File: src/hw/rtl/srp_base64_encoder_core_defines.svh
// ---------------------------------------------------------------------------
// SRP base64 encoder core: assertion macros
// Shared concurrent assertion forms for the encoder RTL.
// ---------------------------------------------------------------------------
`ifndef SRP_BASE64_ENCODER_CORE_DEFINES_SVH
`define SRP_BASE64_ENCODER_CORE_DEFINES_SVH

// property holds at every edge outside reset
`define SRP_B64_ASSERT(name, clk, rst, prop, msg) \
   name: assert property (@(posedge clk) disable iff (rst) (prop)) else $error(msg);

// consequent holds in the cycle after the antecedent
`define SRP_B64_ASSERT_NEXT(name, clk, rst, ante, cons, msg) \
   name: assert property (@(posedge clk) disable iff (rst) (ante) |=> (cons)) else $error(msg);

`endif

File: src/hw/rtl/srp_b64_pkg.sv
// ---------------------------------------------------------------------------
// SRP base64 encoder package
// Widths, constants, group descriptor type and the sextet alphabet.
// ---------------------------------------------------------------------------
package srp_b64_pkg;

   localparam int BYTE_W   = 8;
   localparam int SEXTET_W = 6;
   localparam int CHAR_W   = 7;
   localparam int HELD_W   = 16;
   localparam int GROUP_W  = 24;
   localparam int POS_W    = 2;
   localparam int CNT_W    = 3;

   localparam logic [POS_W-1:0] LEAD_ONE   = 2'd1;
   localparam logic [POS_W-1:0] LEAD_TWO   = 2'd2;
   localparam logic [POS_W-1:0] PLAIN_SIZE = 2'd3;
   localparam logic [CNT_W-1:0] MAX_CHARS  = 3'd4;

   localparam logic [CHAR_W-1:0] CHAR_ZERO  = 7'h30;
   localparam logic [CHAR_W-1:0] CHAR_UPPER = 7'h37; // 'A' - 10
   localparam logic [CHAR_W-1:0] CHAR_LOWER = 7'h3d; // 'a' - 36
   localparam logic [CHAR_W-1:0] CHAR_DOT   = 7'h2e;
   localparam logic [CHAR_W-1:0] CHAR_SLASH = 7'h2f;

   typedef struct packed {
      logic [GROUP_W-1:0] word;   // sextets left-aligned, next one on top
      logic [CNT_W-1:0]   chars;  // characters to emit, 1..4
      logic               last;   // group closes the message
   } grp_type;

   function automatic logic [CHAR_W-1:0] sextet_char(input logic [SEXTET_W-1:0] sx);
      logic [CHAR_W-1:0] ext;
      ext = {1'b0, sx};
      if (sx < 6'd10) begin
         return CHAR_ZERO + ext;
      end else if (sx < 6'd36) begin
         return CHAR_UPPER + ext;
      end else if (sx < 6'd62) begin
         return CHAR_LOWER + ext;
      end else if (sx == 6'd62) begin
         return CHAR_DOT;
      end else begin
         return CHAR_SLASH;
      end
   endfunction

endpackage

File: src/hw/rtl/srp_b64_req_if.sv
// ---------------------------------------------------------------------------
// SRP base64 request channel
// Valid/ready channel carrying one message byte and its framing.
// ---------------------------------------------------------------------------
interface srp_b64_req_if;
   logic                             valid;
   logic                             ready;
   logic [srp_b64_pkg::BYTE_W-1:0]   data_byte;
   logic                             first_byte;
   logic [srp_b64_pkg::POS_W-1:0]    lead_count;
   logic                             last_byte;

   modport source (output valid, data_byte, first_byte, lead_count, last_byte,
                   input ready);
   modport sink   (input valid, data_byte, first_byte, lead_count, last_byte,
                   output ready);
endinterface

File: src/hw/rtl/srp_b64_rsp_if.sv
// ---------------------------------------------------------------------------
// SRP base64 response channel
// Valid/ready channel carrying one encoded character.
// ---------------------------------------------------------------------------
interface srp_b64_rsp_if;
   logic                             valid;
   logic                             ready;
   logic [srp_b64_pkg::CHAR_W-1:0]   out_char;
   logic                             last_char;

   modport source (output valid, out_char, last_char, input ready);
   modport sink   (input valid, out_char, last_char, output ready);
endinterface

File: src/hw/rtl/srp_b64_pack.sv
// ---------------------------------------------------------------------------
// SRP base64 group packer
// Tracks group framing, holds partial bytes and builds the sextet group.
// ---------------------------------------------------------------------------
`include "srp_base64_encoder_core_defines.svh"

module srp_b64_pack (
   input  logic                              clock,
   input  logic                              reset,
   input  logic                              accept,
   input  logic [srp_b64_pkg::BYTE_W-1:0]    data_byte,
   input  logic                              first_byte,
   input  logic [srp_b64_pkg::POS_W-1:0]     lead_count,
   input  logic                              last_byte,
   output logic                              emit,
   output srp_b64_pkg::grp_type              grp
);

   logic [srp_b64_pkg::HELD_W-1:0]  held_ff, held_in;
   logic [srp_b64_pkg::POS_W-1:0]   pos_ff, pos_in;
   logic [srp_b64_pkg::POS_W-1:0]   size_ff, size_in;
   logic                            lead_ff, lead_in;

   logic [srp_b64_pkg::POS_W-1:0]   eff_size, eff_pos;
   logic                            eff_lead, lead_valid;
   logic [srp_b64_pkg::CNT_W-1:0]   count, cnt, size3, nsex, start;
   logic [srp_b64_pkg::GROUP_W-1:0] raw, masked, padded, aligned;
   logic [srp_b64_pkg::CNT_W-1:0]   pad_bytes;
   logic [srp_b64_pkg::SEXTET_W-1:0] sx0, sx1, sx2;

   always_comb begin
      lead_valid = (lead_count == srp_b64_pkg::LEAD_ONE) ||
                   (lead_count == srp_b64_pkg::LEAD_TWO);
      eff_size   = first_byte ? (lead_valid ? lead_count : srp_b64_pkg::PLAIN_SIZE)
                              : size_ff;
      eff_pos    = first_byte ? '0 : pos_ff;
      eff_lead   = first_byte ? lead_valid : lead_ff;

      size3 = {1'b0, eff_size};
      count = {1'b0, eff_pos} + 3'd1;
      emit  = !((count < size3) && !last_byte);
      cnt   = (count > size3) ? size3 : count;

      raw = {held_ff, data_byte};
      case (cnt)
         3'd3:    masked = raw;
         3'd2:    masked = {8'd0, raw[15:0]};
         default: masked = {16'd0, raw[7:0]};
      endcase
      pad_bytes = size3 - cnt;
      padded    = masked << {pad_bytes[1:0], 3'b000};

      case (eff_size)
         2'd1:    aligned = padded << 12;
         2'd2:    aligned = padded << 6;
         default: aligned = padded;
      endcase

      sx0  = aligned[23:18];
      sx1  = aligned[17:12];
      sx2  = aligned[11:6];
      nsex = size3 + 3'd1;

      // lead group drops leading zero sextets, keeping at least the last one
      start = '0;
      if (eff_lead && sx0 == '0 && nsex > 3'd1) begin
         start = 3'd1;
         if (sx1 == '0 && nsex > 3'd2) begin
            start = 3'd2;
            if (sx2 == '0 && nsex > 3'd3) begin
               start = 3'd3;
            end
         end
      end

      case (start)
         3'd1:    grp.word = aligned << 6;
         3'd2:    grp.word = aligned << 12;
         3'd3:    grp.word = aligned << 18;
         default: grp.word = aligned;
      endcase
      grp.chars = nsex - start;
      grp.last  = last_byte;

      held_in = held_ff;
      pos_in  = pos_ff;
      size_in = size_ff;
      lead_in = lead_ff;
      if (accept) begin
         if (emit) begin
            held_in = '0;
            pos_in  = '0;
            size_in = srp_b64_pkg::PLAIN_SIZE;
            lead_in = 1'b0;
         end else begin
            held_in = {held_ff[7:0], data_byte};
            pos_in  = count[srp_b64_pkg::POS_W-1:0];
            size_in = eff_size;
            lead_in = eff_lead;
         end
      end
   end

   always_ff @(posedge clock) begin
      if (reset) begin
         held_ff <= '0;
         pos_ff  <= '0;
         size_ff <= srp_b64_pkg::PLAIN_SIZE;
         lead_ff <= 1'b0;
      end else begin
         held_ff <= held_in;
         pos_ff  <= pos_in;
         size_ff <= size_in;
         lead_ff <= lead_in;
      end
   end

   `SRP_B64_ASSERT(a_pos_in_group, clock, reset, pos_ff < size_ff, "group position past group size")
   `SRP_B64_ASSERT(a_emit_chars, clock, reset, !emit || (grp.chars != '0 && grp.chars <= srp_b64_pkg::MAX_CHARS), "emitted group has bad character count")

endmodule

File: src/hw/rtl/srp_base64_encoder_core.sv
// ---------------------------------------------------------------------------
// SRP base64 encoder core
// Encodes a byte stream into SRP base64 characters, one per output word.
// ---------------------------------------------------------------------------
//   channel   dir   payload                                   handshake
//   req_ch    in    data_byte, first_byte, lead_count, last_byte  valid/ready
//   rsp_ch    out   out_char, last_char                        valid/ready
//
// A byte is taken on each valid/ready handshake; a completed group is packed into the group
// register on acceptance and drains one character per cycle into the output
// register while the output is not stalled, so the character port bounds the rate.
// Bytes that complete no group are taken even while a group drains.
// Synchronous reset clears framing and both valid flags; output stalls hold.
// ---------------------------------------------------------------------------
`include "srp_base64_encoder_core_defines.svh"

module srp_base64_encoder_core (
   input  logic               clock,
   input  logic               reset,
   srp_b64_req_if.sink        req_ch,
   srp_b64_rsp_if.source      rsp_ch
);

   logic                              accept, emit, load, pop, grp_free;
   srp_b64_pkg::grp_type              grp;

   logic                              grp_valid_ff, grp_valid_in;
   logic [srp_b64_pkg::GROUP_W-1:0]   grp_word_ff, grp_word_in;
   logic [srp_b64_pkg::CNT_W-1:0]     grp_left_ff, grp_left_in;
   logic                              grp_last_ff, grp_last_in;

   logic                              rsp_valid_ff, rsp_valid_in;
   logic [srp_b64_pkg::CHAR_W-1:0]    rsp_char_ff, rsp_char_in;
   logic                              rsp_last_ff, rsp_last_in;

   srp_b64_pack u_pack (
      .clock      (clock),
      .reset      (reset),
      .accept     (accept),
      .data_byte  (req_ch.data_byte),
      .first_byte (req_ch.first_byte),
      .lead_count (req_ch.lead_count),
      .last_byte  (req_ch.last_byte),
      .emit       (emit),
      .grp        (grp)
   );

   always_comb begin
      pop      = grp_valid_ff && (!rsp_valid_ff || rsp_ch.ready);
      grp_free = !grp_valid_ff || (pop && grp_left_ff == 3'd1);
      req_ch.ready = grp_free || !emit;
      accept   = req_ch.valid && req_ch.ready;
      load     = accept && emit;

      grp_valid_in = grp_valid_ff;
      grp_word_in  = grp_word_ff;
      grp_left_in  = grp_left_ff;
      grp_last_in  = grp_last_ff;
      if (load) begin
         grp_valid_in = 1'b1;
         grp_word_in  = grp.word;
         grp_left_in  = grp.chars;
         grp_last_in  = grp.last;
      end else if (pop) begin
         grp_valid_in = grp_left_ff != 3'd1;
         grp_word_in  = grp_word_ff << srp_b64_pkg::SEXTET_W;
         grp_left_in  = grp_left_ff - 3'd1;
      end

      rsp_valid_in = rsp_valid_ff;
      rsp_char_in  = rsp_char_ff;
      rsp_last_in  = rsp_last_ff;
      if (pop) begin
         rsp_valid_in = 1'b1;
         rsp_char_in  = srp_b64_pkg::sextet_char(grp_word_ff[23:18]);
         rsp_last_in  = grp_last_ff && grp_left_ff == 3'd1;
      end else if (rsp_ch.ready) begin
         rsp_valid_in = 1'b0;
      end
   end

   always_ff @(posedge clock) begin
      if (reset) begin
         grp_valid_ff <= 1'b0;
         rsp_valid_ff <= 1'b0;
      end else begin
         grp_valid_ff <= grp_valid_in;
         rsp_valid_ff <= rsp_valid_in;
      end
      grp_word_ff <= grp_word_in;
      grp_left_ff <= grp_left_in;
      grp_last_ff <= grp_last_in;
      rsp_char_ff <= rsp_char_in;
      rsp_last_ff <= rsp_last_in;
   end

   assign rsp_ch.valid     = rsp_valid_ff;
   assign rsp_ch.out_char  = rsp_char_ff;
   assign rsp_ch.last_char = rsp_last_ff;

   `SRP_B64_ASSERT(a_grp_left, clock, reset, !grp_valid_ff || (grp_left_ff != '0 && grp_left_ff <= srp_b64_pkg::MAX_CHARS), "group register holds bad count")
   `SRP_B64_ASSERT(a_load_free, clock, reset, !load || grp_free, "group loaded over an undrained group")
   `SRP_B64_ASSERT_NEXT(a_drain_empty, clock, reset, pop && grp_left_ff == 3'd1 && !load, !grp_valid_ff, "group register not empty after final character")

endmodule
File: src/flat_wrapper.sv
// flat-port wrapper written by rule: the top's interface ports become plain ports
module srp_base64_encoder_core_flat 
  (clock, reset, req_ch_valid, req_ch_data_byte, req_ch_first_byte, req_ch_lead_count, req_ch_last_byte, req_ch_ready, rsp_ch_valid, rsp_ch_out_char, rsp_ch_last_char, rsp_ch_ready);
  srp_b64_req_if req_ch_i ();
  srp_b64_rsp_if rsp_ch_i ();
  input  logic clock;
  input  logic reset;
  input wire logic [$bits(req_ch_i.valid)-1:0] req_ch_valid;
  input wire logic [$bits(req_ch_i.data_byte)-1:0] req_ch_data_byte;
  input wire logic [$bits(req_ch_i.first_byte)-1:0] req_ch_first_byte;
  input wire logic [$bits(req_ch_i.lead_count)-1:0] req_ch_lead_count;
  input wire logic [$bits(req_ch_i.last_byte)-1:0] req_ch_last_byte;
  output wire logic [$bits(req_ch_i.ready)-1:0] req_ch_ready;
  output wire logic [$bits(rsp_ch_i.valid)-1:0] rsp_ch_valid;
  output wire logic [$bits(rsp_ch_i.out_char)-1:0] rsp_ch_out_char;
  output wire logic [$bits(rsp_ch_i.last_char)-1:0] rsp_ch_last_char;
  input wire logic [$bits(rsp_ch_i.ready)-1:0] rsp_ch_ready;
  assign req_ch_i.valid = req_ch_valid;
  assign req_ch_i.data_byte = req_ch_data_byte;
  assign req_ch_i.first_byte = req_ch_first_byte;
  assign req_ch_i.lead_count = req_ch_lead_count;
  assign req_ch_i.last_byte = req_ch_last_byte;
  assign req_ch_ready = req_ch_i.ready;
  assign rsp_ch_valid = rsp_ch_i.valid;
  assign rsp_ch_out_char = rsp_ch_i.out_char;
  assign rsp_ch_last_char = rsp_ch_i.last_char;
  assign rsp_ch_i.ready = rsp_ch_ready;
  srp_base64_encoder_core u_core (.clock(clock), .reset(reset), .req_ch(req_ch_i), .rsp_ch(rsp_ch_i));
endmodule
File: config.mk
export PLATFORM = sky130hd
export DESIGN_NAME = srp_base64_encoder_core_flat
export DESIGN_NICKNAME = d
export VERILOG_FILES = /design/src/hw/rtl/srp_b64_pkg.sv /design/src/hw/rtl/srp_b64_req_if.sv /design/src/hw/rtl/srp_b64_rsp_if.sv /design/src/hw/rtl/srp_b64_pack.sv /design/src/hw/rtl/srp_base64_encoder_core.sv /design/src/flat_wrapper.sv
export VERILOG_INCLUDE_DIRS = /design/src /design/src/hw/rtl
export SDC_FILE = /design/constraint.sdc
export NUM_CORES = 1
export LEC_CHECK = 0
export BUFFER_PORTS_ARGS = -buffer_cell sky130_fd_sc_hd__buf_2
export CAP_MARGIN = 40
export CORE_MARGIN = 5
export CORE_UTILIZATION = 40
export DETAILED_ROUTE_END_ITERATION = 16
export PLACE_DENSITY = 0.6
export SLEW_MARGIN = 20
export SYNTH_ARGS = -nofsm -noshare
export SYNTH_HDL_FRONTEND = slang
export SYNTH_HIERARCHICAL = 1
export SYNTH_SLANG_ARGS = --single-unit
File: constraint.sdc
create_clock -name clock -period 8.6 [get_ports clock]
set_input_delay 0.43 -clock clock [delete_from_list [all_inputs] [get_ports clock]]
set_output_delay 0.43 -clock clock [all_outputs]
set_load 0.02 [all_outputs]
==> results.toml, run 1 <==
[outcome]
status = "finished clean"

[layout]
diodes = 0
layout.cells.non_filler = 708
layout-drive-gt1-share_pct = 13.73
synthToLayoutAreaGrowth_pct = 9.370
final_cell_mix = "36 x a21oi_1, 36 x edfxtp_1, 35 x nand2_1"
nets = 587

[synthesis]
synthCells = 555
synth_top_family_by_area = "simple AND/OR/NAND/NOR gates"
ys_seq_area_share_pct = 31.80
syn_avg_cell_area_um2 = 8.734
synth_top_cell_by_area = "edfxtp_1"
synthTopCellsByArea = "edfxtp_1 22%, dfxtp_1 9.5%, mux2_1 4.6%"
synth_ff_type = "edfxtp_1"
synth_edf_count = 36
synthSimpleGateAreaFrac_pct = 22.69
synth_fa_ha_area_share_pct = 4.027
yosys_warnings = 6
synth_cell_types = 82
synth_nets = 586
synth_compound_area_share_pct = 22.56
netlist_area_um2 = 4847
synth_top_area_share_pct = 22.30
synth_mux_area_share_pct = 9.654
ys_ff_latch = 59
synth_xor_xnor_area_share_pct = 1.704
async_flop_share_pct = 0

[clock_network]
h-tree-depth = 3
cts_root_buf = "clkbuf_16"
clk-insertion-delay-late_ns = 0.34
cts_buffer_depth = 2
cts_resized = 0
cts_made_buffers = 9
cts_hold_buf = 0
post_cts_buffers = 0
tritoncts = "done"
path_clk_slew_ns = 0.05
cts.sinks = 59

[detailed_routing]
drcViolationCount = 0
wl_per_cell_um = 18.16
routed_wl_um = 12860
num_vias = 4246
drt_iter0_drc = 443
firstDrtPassIters = 5
viasPerCell = 5.997
ant_nets = 0

[place]
port_buffers = 25
place_hpwl_um = 9167
dp_slack_ns = 1.942
dp.cells = 692
gp_congestion = 0.9573

[timing]
layout_min_cycle_time_ns = 6.411
worst_pin_slew_ns = 0.8576
finalMaxSlewViolations = 0
finalSetupViolations = 0
skew_ns = 0.005846
hold_violations = 0
tns_ns = 0
grt_setup_unrepaired = "false"
hold_ws_ns = 0.3066
clock.fmax_mhz = 156.0
worst_slack_ns = 2.189
period_share_pct = 74.54
maxSlewHeadroom_pct = 42.56

[floorplan]
initial_utilization_pct = 40.52
rows = 40
dieHeight_um = 120.1
io_pins = 26
die_area_um2 = 14420
dieWidth_um = 120.1
core_um2 = 11960

[pwr]
power.internal_mw = 0.6922
seq_power_share_pct = 36.2
pwr-share-comb_pct = 25.8
ir_drop_mv = 0.09347
p_sw_mw = 0.3077
p_leak_nw = 1.989
power_density_nw_per_um2 = 188.6
switching_share_pct = 30.77
clock_power_share_pct = 38.0

[setup_path]
critPathLaunchType = "input port"
critPathArrivalTime_ns = 6.50
critPathKind = "in2reg"
required_ns = 8.69
cp-end-kind = "register"
critical_path.max_fanout = 34

[global_routing]
antenna_found_initial = 0
grt_max_degree = 35
grt_pass1_wl_um = 20750
grt_use_total_pct = 18.06
grt_overflow = 0
grt_pass1_vias = 4042

[min_path]
hold_path.class = "in2reg"

[job]
max-cap-violations = 0
## worst max-delay path: stages
cell and delay, ns:
buf_2 0.41, nand2b_1 0.26, inv_1 0.08, ha_1 0.33, o21a_1 0.12, o311ai_0 0.42, and2_1 0.37, ha_1 0.27
o21ai_0 0.16, o2111ai_4 0.62, nor2_1 0.33, a221oi_2 0.39, nand4_1 0.15, nor4_2 0.37, nand2b_1 0.36, or4_1 0.53
fa_1 0.43, xor2_1 0.17, mux2_1 0.28
## per-stage QoR
stage	util (%)	power (mW)	cell area (um2)
final	44.32	1.000	5301
after global routing	44.32	1.054	5301
after CTS	44.32	1.008	5301
after detailed placement	41.74	0.6222	4992
after global placement	41.33	0.6141	4943
after floorplan	-	0.5660	4847
## cells by family after synthesis
logic type               count (synthesis)
flip-flops                              59
adder cells (fa/ha/maj)                 15
AO/OA/AOI/OAI                          155
AND/OR/NAND/NOR                        199
buffers and inverters                   77
multiplexers                            43
XOR/XNOR                                 7
## synthesized netlist by cell type (3+ instances only)
| cell | number |
|---|---|
| a21oi_1 | 36 |
| a221oi_1 | 3 |
| nand2b_1 | 23 |
| inv_1 | 33 |
| a22oi_1 | 8 |
| nor3_1 | 6 |
| o21bai_1 | 4 |
| mux2_2 | 6 |
| o21ai_1 | 5 |
| ha_1 | 14 |
| o21a_1 | 3 |
| buf_1 | 5 |
| nor2_1 | 27 |
| o211ai_1 | 7 |
| clkbuf_1 | 14 |
| o21ai_0 | 27 |
| o32ai_1 | 7 |
| edfxtp_1 | 36 |
| nand3_1 | 32 |
| and2_1 | 10 |
| mux2i_1 | 16 |
| mux2_1 | 20 |
| buf_2 | 14 |
| o22ai_1 | 3 |
| buf_6 | 7 |
| o31ai_1 | 3 |
| dfxtp_1 | 23 |
| a221o_1 | 3 |
| nor2b_1 | 19 |
| and3b_1 | 3 |
| nand4_1 | 10 |
| o31a_1 | 4 |
| or2_2 | 9 |
| a31oi_1 | 8 |
| and3_1 | 4 |
| xnor2_1 | 3 |
| a21boi_0 | 3 |
| or3_1 | 4 |
| nand2_1 | 35 |
## per-layer routing
metal  vias to the layer above  part of all wire [%]  GRT usage, %
met4                         0                   3.4         9.019
met2                       165                    45         28.31
li1                       2057                     -             -
met3                        33                   6.3         4.147
met1                      1991                    45         23.27
met5                         -                     0             0
## power by group through the flow
stage	Combinational, mW	Sequential [mW]	Clock, mW
floorplan	0.203	0.363	0
global placement	0.248	0.366	0
detailed placement	0.255	0.367	0
CTS	0.257	0.362	0.390
global route	0.285	0.365	0.403
finish	0.258	0.362	0.380
## sequential cells by signal, summed over array words and instances (netlist names)
signal and cells:
u_core/grp_left_ff 3, u_core/grp_word_ff 24, u_core/rsp_ch.valid 1, u_core/grp_last_ff 1, u_core/grp_valid_ff 1, u_core/u_pack/pos_ff 2
u_core/rsp_ch.out_char 7, u_core/u_pack/held_ff 16, u_core/u_pack/lead_ff 1, u_core/rsp_ch.last_char 1, u_core/u_pack/size_ff 2
## worst paths after layout
path                                     startpoint                                      to  slack (ns)  cells after the start
max                               req_ch_first_byte         u_core/grp_left_ff[2]$_DFFE_PP_        2.19                     19
min reg2reg  u_core/u_pack/held_ff[14]$_SDFFE_PP0P_  u_core/u_pack/held_ff[14]$_SDFFE_PP0P_        0.47                      2
max reg2reg    u_core/u_pack/pos_ff[0]$_SDFFE_PP0P_         u_core/grp_left_ff[2]$_DFFE_PP_        2.30                     18
min                                req_ch_last_byte            u_core/grp_last_ff$_DFFE_PP_        0.31                      1
## final cells by class
class / count / area [um2]
inverters: 35 / 131.4
multi-input cells: 419 / 2939
fillers: 1172 / 6660
clock buffers: 10 / 229.0
flip-flops and latches: 59 / 1541
clock inverters: 6 / 80.08
repair buffers: 32 / 196.4
well taps: 147 / 183.9
Power figures use the tool's default switching activity.
==> run 2: changes to the inputs <==
--- a/config.mk
+++ b/config.mk
@@ -6,12 +6,13 @@
 export SDC_FILE = /design/constraint.sdc
 export NUM_CORES = 1
 export LEC_CHECK = 0
+export ABC_AREA = 1
 export BUFFER_PORTS_ARGS = -buffer_cell sky130_fd_sc_hd__buf_2
 export CAP_MARGIN = 40
 export CORE_MARGIN = 5
 export CORE_UTILIZATION = 40
 export DETAILED_ROUTE_END_ITERATION = 16
-export PLACE_DENSITY = 0.6
+export PLACE_DENSITY = 0.62
 export SLEW_MARGIN = 20
 export SYNTH_ARGS = -nofsm -noshare
 export SYNTH_HDL_FRONTEND = slang
==> constraint.sdc (replaced) <==
create_clock -name clock -period 5.2 [get_ports clock]
set_input_delay 0.26 -clock clock [delete_from_list [all_inputs] [get_ports clock]]
set_output_delay 0.26 -clock clock [all_outputs]
set_load 0.02 [all_outputs]
==> run 2 against run 1 <==
- critical path depth up 5
- largest cell class unchanged
- critical endpoint unchanged
- register-to-register slack worse by 1.7 ns
- worst hold slack worse by 0.15 ns
- wire length down 8.9%
- critical path type is now reg2reg
==> results.toml, run 2 <==
[detailed_routing]
routed_wl_um = 11710
viasPerCell = 5.186
ant_nets = 0
wl_per_cell_um = 13.43
firstDrtPassIters = 5
drcViolationCount = 0
drt_iter0_drc = 355
num_vias = 4522

[layout]
synthToLayoutAreaGrowth_pct = 10.45
largest_register_ffs = 24
final_common_cell = "nand2_1"
nets = 755
layout-drive-gt1-share_pct = 13.03
diodes = 0
final_cell_mix = "267 x nand2_1, 78 x nand3_1, 72 x nor2_1"
top_register = "u_core/grp_word_ff"
n_fill_cell = 1212

[clock_network]
cts.sinks = 59
post_cts_buffers = 0
cts_made_buffers = 9
h-tree-depth = 3
cts_root_buf = "clkbuf_16"
tritoncts = "done"
cts_resized = 0
cts_buffer_depth = 2
clk-insertion-delay-late_ns = 0.33
path_clk_slew_ns = 0.05
cts_hold_buf = 0

[timing]
tns_ns = 0
worst_pin_slew_ns = 0.6232
layout_min_cycle_time_ns = 4.641
maxSlewHeadroom_pct = 58.41
hold_violations = 0
period_share_pct = 89.26
clock.fmax_mhz = 215.5
finalSetupViolations = 0
grt_setup_unrepaired = "false"
finalMaxSlewViolations = 0
skew_ns = 0.008885

[setup_path]
critPathLaunchType = "register"
required_ns = 5.27
crit_slowest_cell = "ha_1"
crit_buf_inv = 3
path_depth = 24
cp-end-kind = "register"
r2r_cells = 24
critical_path.max_fanout = 19
critPathKind = "reg2reg"
cpLargestDelayFamily = "simple AND/OR/NAND/NOR gates"
critPathMaxStageDelay_ns = 0.52
critPathArrivalTime_ns = 4.71
path_cells = "nand2_4 -> inv_2 -> ha_1 -> a21oi_1 -> nand2_2 -> nand3_1 -> nand2_2 -> ha_1 -> inv_1 -> nand4_1 -> nand2_1 -> nor2_1 -> nor2_1 -> nor2_1 -> nand2_1 -> nor2_2 -> nand3_4 -> a31oi_1 -> ha_1 -> inv_1 -> fa_1 -> xor2_1 -> nand2_1 -> o21ai_0"

[job]
max-cap-violations = 0

[synthesis]
synth_nets = 744
synth_cell_types = 39
netlist_area_um2 = 4692
synth_top_area_share_pct = 23.04
synth.most_common_cell = "nand2_1"
ys_seq_area_share_pct = 32.85
yosys_warnings = 6
async_flop_share_pct = 0
synthTopCellsByArea = "edfxtp_1 23%, nand2_1 21%, dfxtp_1 9.8%"
synthCells = 713
synth_edf_count = 36
synth_common_cells = "267 x nand2_1, 78 x nand3_1, 72 x nor2_1, 66 x inv_1, 36 x edfxtp_1"
ys_ff_latch = 59
syn_avg_cell_area_um2 = 6.581
synth_ff_type = "edfxtp_1"
synth_top_cell_by_area = "edfxtp_1"

[pwr]
power.internal_mw = 1.151
clock_power_share_pct = 36.3
finalPower_mw = 1.773
switching_share_pct = 35.10
p_sw_mw = 0.6224
ir_drop_mv = 0.2261
p_leak_nw = 2.436
power_density_nw_per_um2 = 342.1
pwr-share-comb_pct = 30.1
seq_power_share_pct = 33.6

[floorplan]
io_pins = 26
core_um2 = 11470
initial_utilization_pct = 40.92
rows = 39
die_area_um2 = 14000
dieWidth_um = 118.3
dieHeight_um = 118.3

[global_routing]
antenna_found_initial = 0
grt_max_degree = 28
grt_use_total_pct = 17.30
grt_pass1_wl_um = 20200
grt_overflow = 0
grt_pass1_vias = 4325

[place]
gp_congestion = 0.9305
place_hpwl_um = 8785
port_buffers = 25

[min_path]
hold_depth = 1
hold_path.class = "in2reg"

[outcome]
status = "finished clean"
[run 2: cell count changes after synthesis, sizes merged, moves of 10 or more]
| cell | change |
|---|---|
| a21oi | -15 |
| and2 | -11 |
| buf | -13 |
| inv | +43 |
| mux2 | -27 |
| mux2i | -16 |
| nand2 | +246 |
| nand2b | -23 |
| nand3 | +54 |
| nor2 | +55 |
| nor2b | -19 |
| or2 | -10 |
[run 2: layer usage]
metal  global-route usage, %  vias up  share of wire [%]
met5                       0        -                  0
met1                   22.92     2075                 48
met3                   3.295       15                5.2
met4                   7.240        0                1.8
met2                   27.64      129                 45
li1                        -     2303                  -
[run 2: worst paths after layout]
| path | endpoint | slack (ns) | startpoint |
|---|---|---|---|
| worst min register to register | u_core/u_pack/lead_ff$_SDFFE_PP0P_ | 0.47 | u_core/u_pack/lead_ff$_SDFFE_PP0P_ |
| worst min-delay path | u_core/grp_last_ff$_DFFE_PP_ | 0.16 | req_ch_last_byte |
| worst max register to register | u_core/grp_left_ff[2]$_DFFE_PP_ | 0.56 | u_core/u_pack/pos_ff[0]$_SDFFE_PP0P_ |
| worst max-delay path | u_core/grp_left_ff[2]$_DFFE_PP_ | 0.56 | u_core/u_pack/pos_ff[0]$_SDFFE_PP0P_ |
[run 2: power by group through the flow]
stage	Clock, mW	Sequential, mW	Combinational (mW)
after floorplan	0	0.610	0.416
after global placement	0	0.603	0.522
after detailed placement	0	0.605	0.531
after CTS	0.660	0.595	0.533
after global routing	0.680	0.601	0.607
final	0.644	0.595	0.534
[run 2: kinds of logic (layout without fill, tap and decap cells)]
kind of cell             after synthesis  after routing  synth area share (%)
AND/OR/NAND/NOR                      468            468                 44.08
XOR/XNOR                               6              6                 1.120
adder cells (fa/ha/maj)               15             15                 4.160
buffers and inverters                107            123                 10.29
flip-flops                            59             59                 32.85
AO/OA/AOI/OAI                         58             58                 7.493
[run 2: worst register-to-register path: stages, from the launching register on]
cell     delay, ns
dfxtp_1       0.45
nand2_4       0.11
inv_2         0.08
ha_1          0.25
a21oi_1       0.19
nand2_2       0.13
nand3_1       0.11
nand2_2       0.10
ha_1          0.52
inv_1         0.24
nand4_1       0.14
nand2_1       0.06
nor2_1        0.11
nor2_1        0.09
nor2_1        0.16
nand2_1       0.09
nor2_2        0.13
nand3_4       0.24
a31oi_1       0.30
ha_1          0.19
inv_1         0.05
fa_1          0.37
xor2_1        0.17
nand2_1       0.06
o21ai_0       0.08
[run 2: cell type report]
cell class | count | area (um2) | area share (%)
multi-input cells | 547 | 2671 | 51.55
flip-flops and latches | 59 | 1541 | 29.74
inverters | 79 | 304.0 | 5.867
clock buffers | 9 | 225.2 | 4.346
well taps | 143 | 178.9 | 3.452
repair buffers | 28 | 160.2 | 3.090
clock inverters | 7 | 101.3 | 1.956
[run 2: per-stage QoR]
step	std cells	util [%]	instance area (um2)	setup WS (ns)	hold WS [ns]
finish	872	45.19	5182	0.5586	0.1607
floorplan	713	-	4692	1.010	0.3324
global placement	856	42.35	4856	0.5142	0.4574
global route	872	45.19	5182	0.1311	0.1456
detailed placement	856	42.35	4856	0.4384	0.4602
CTS	872	45.19	5182	0.6137	0.1451
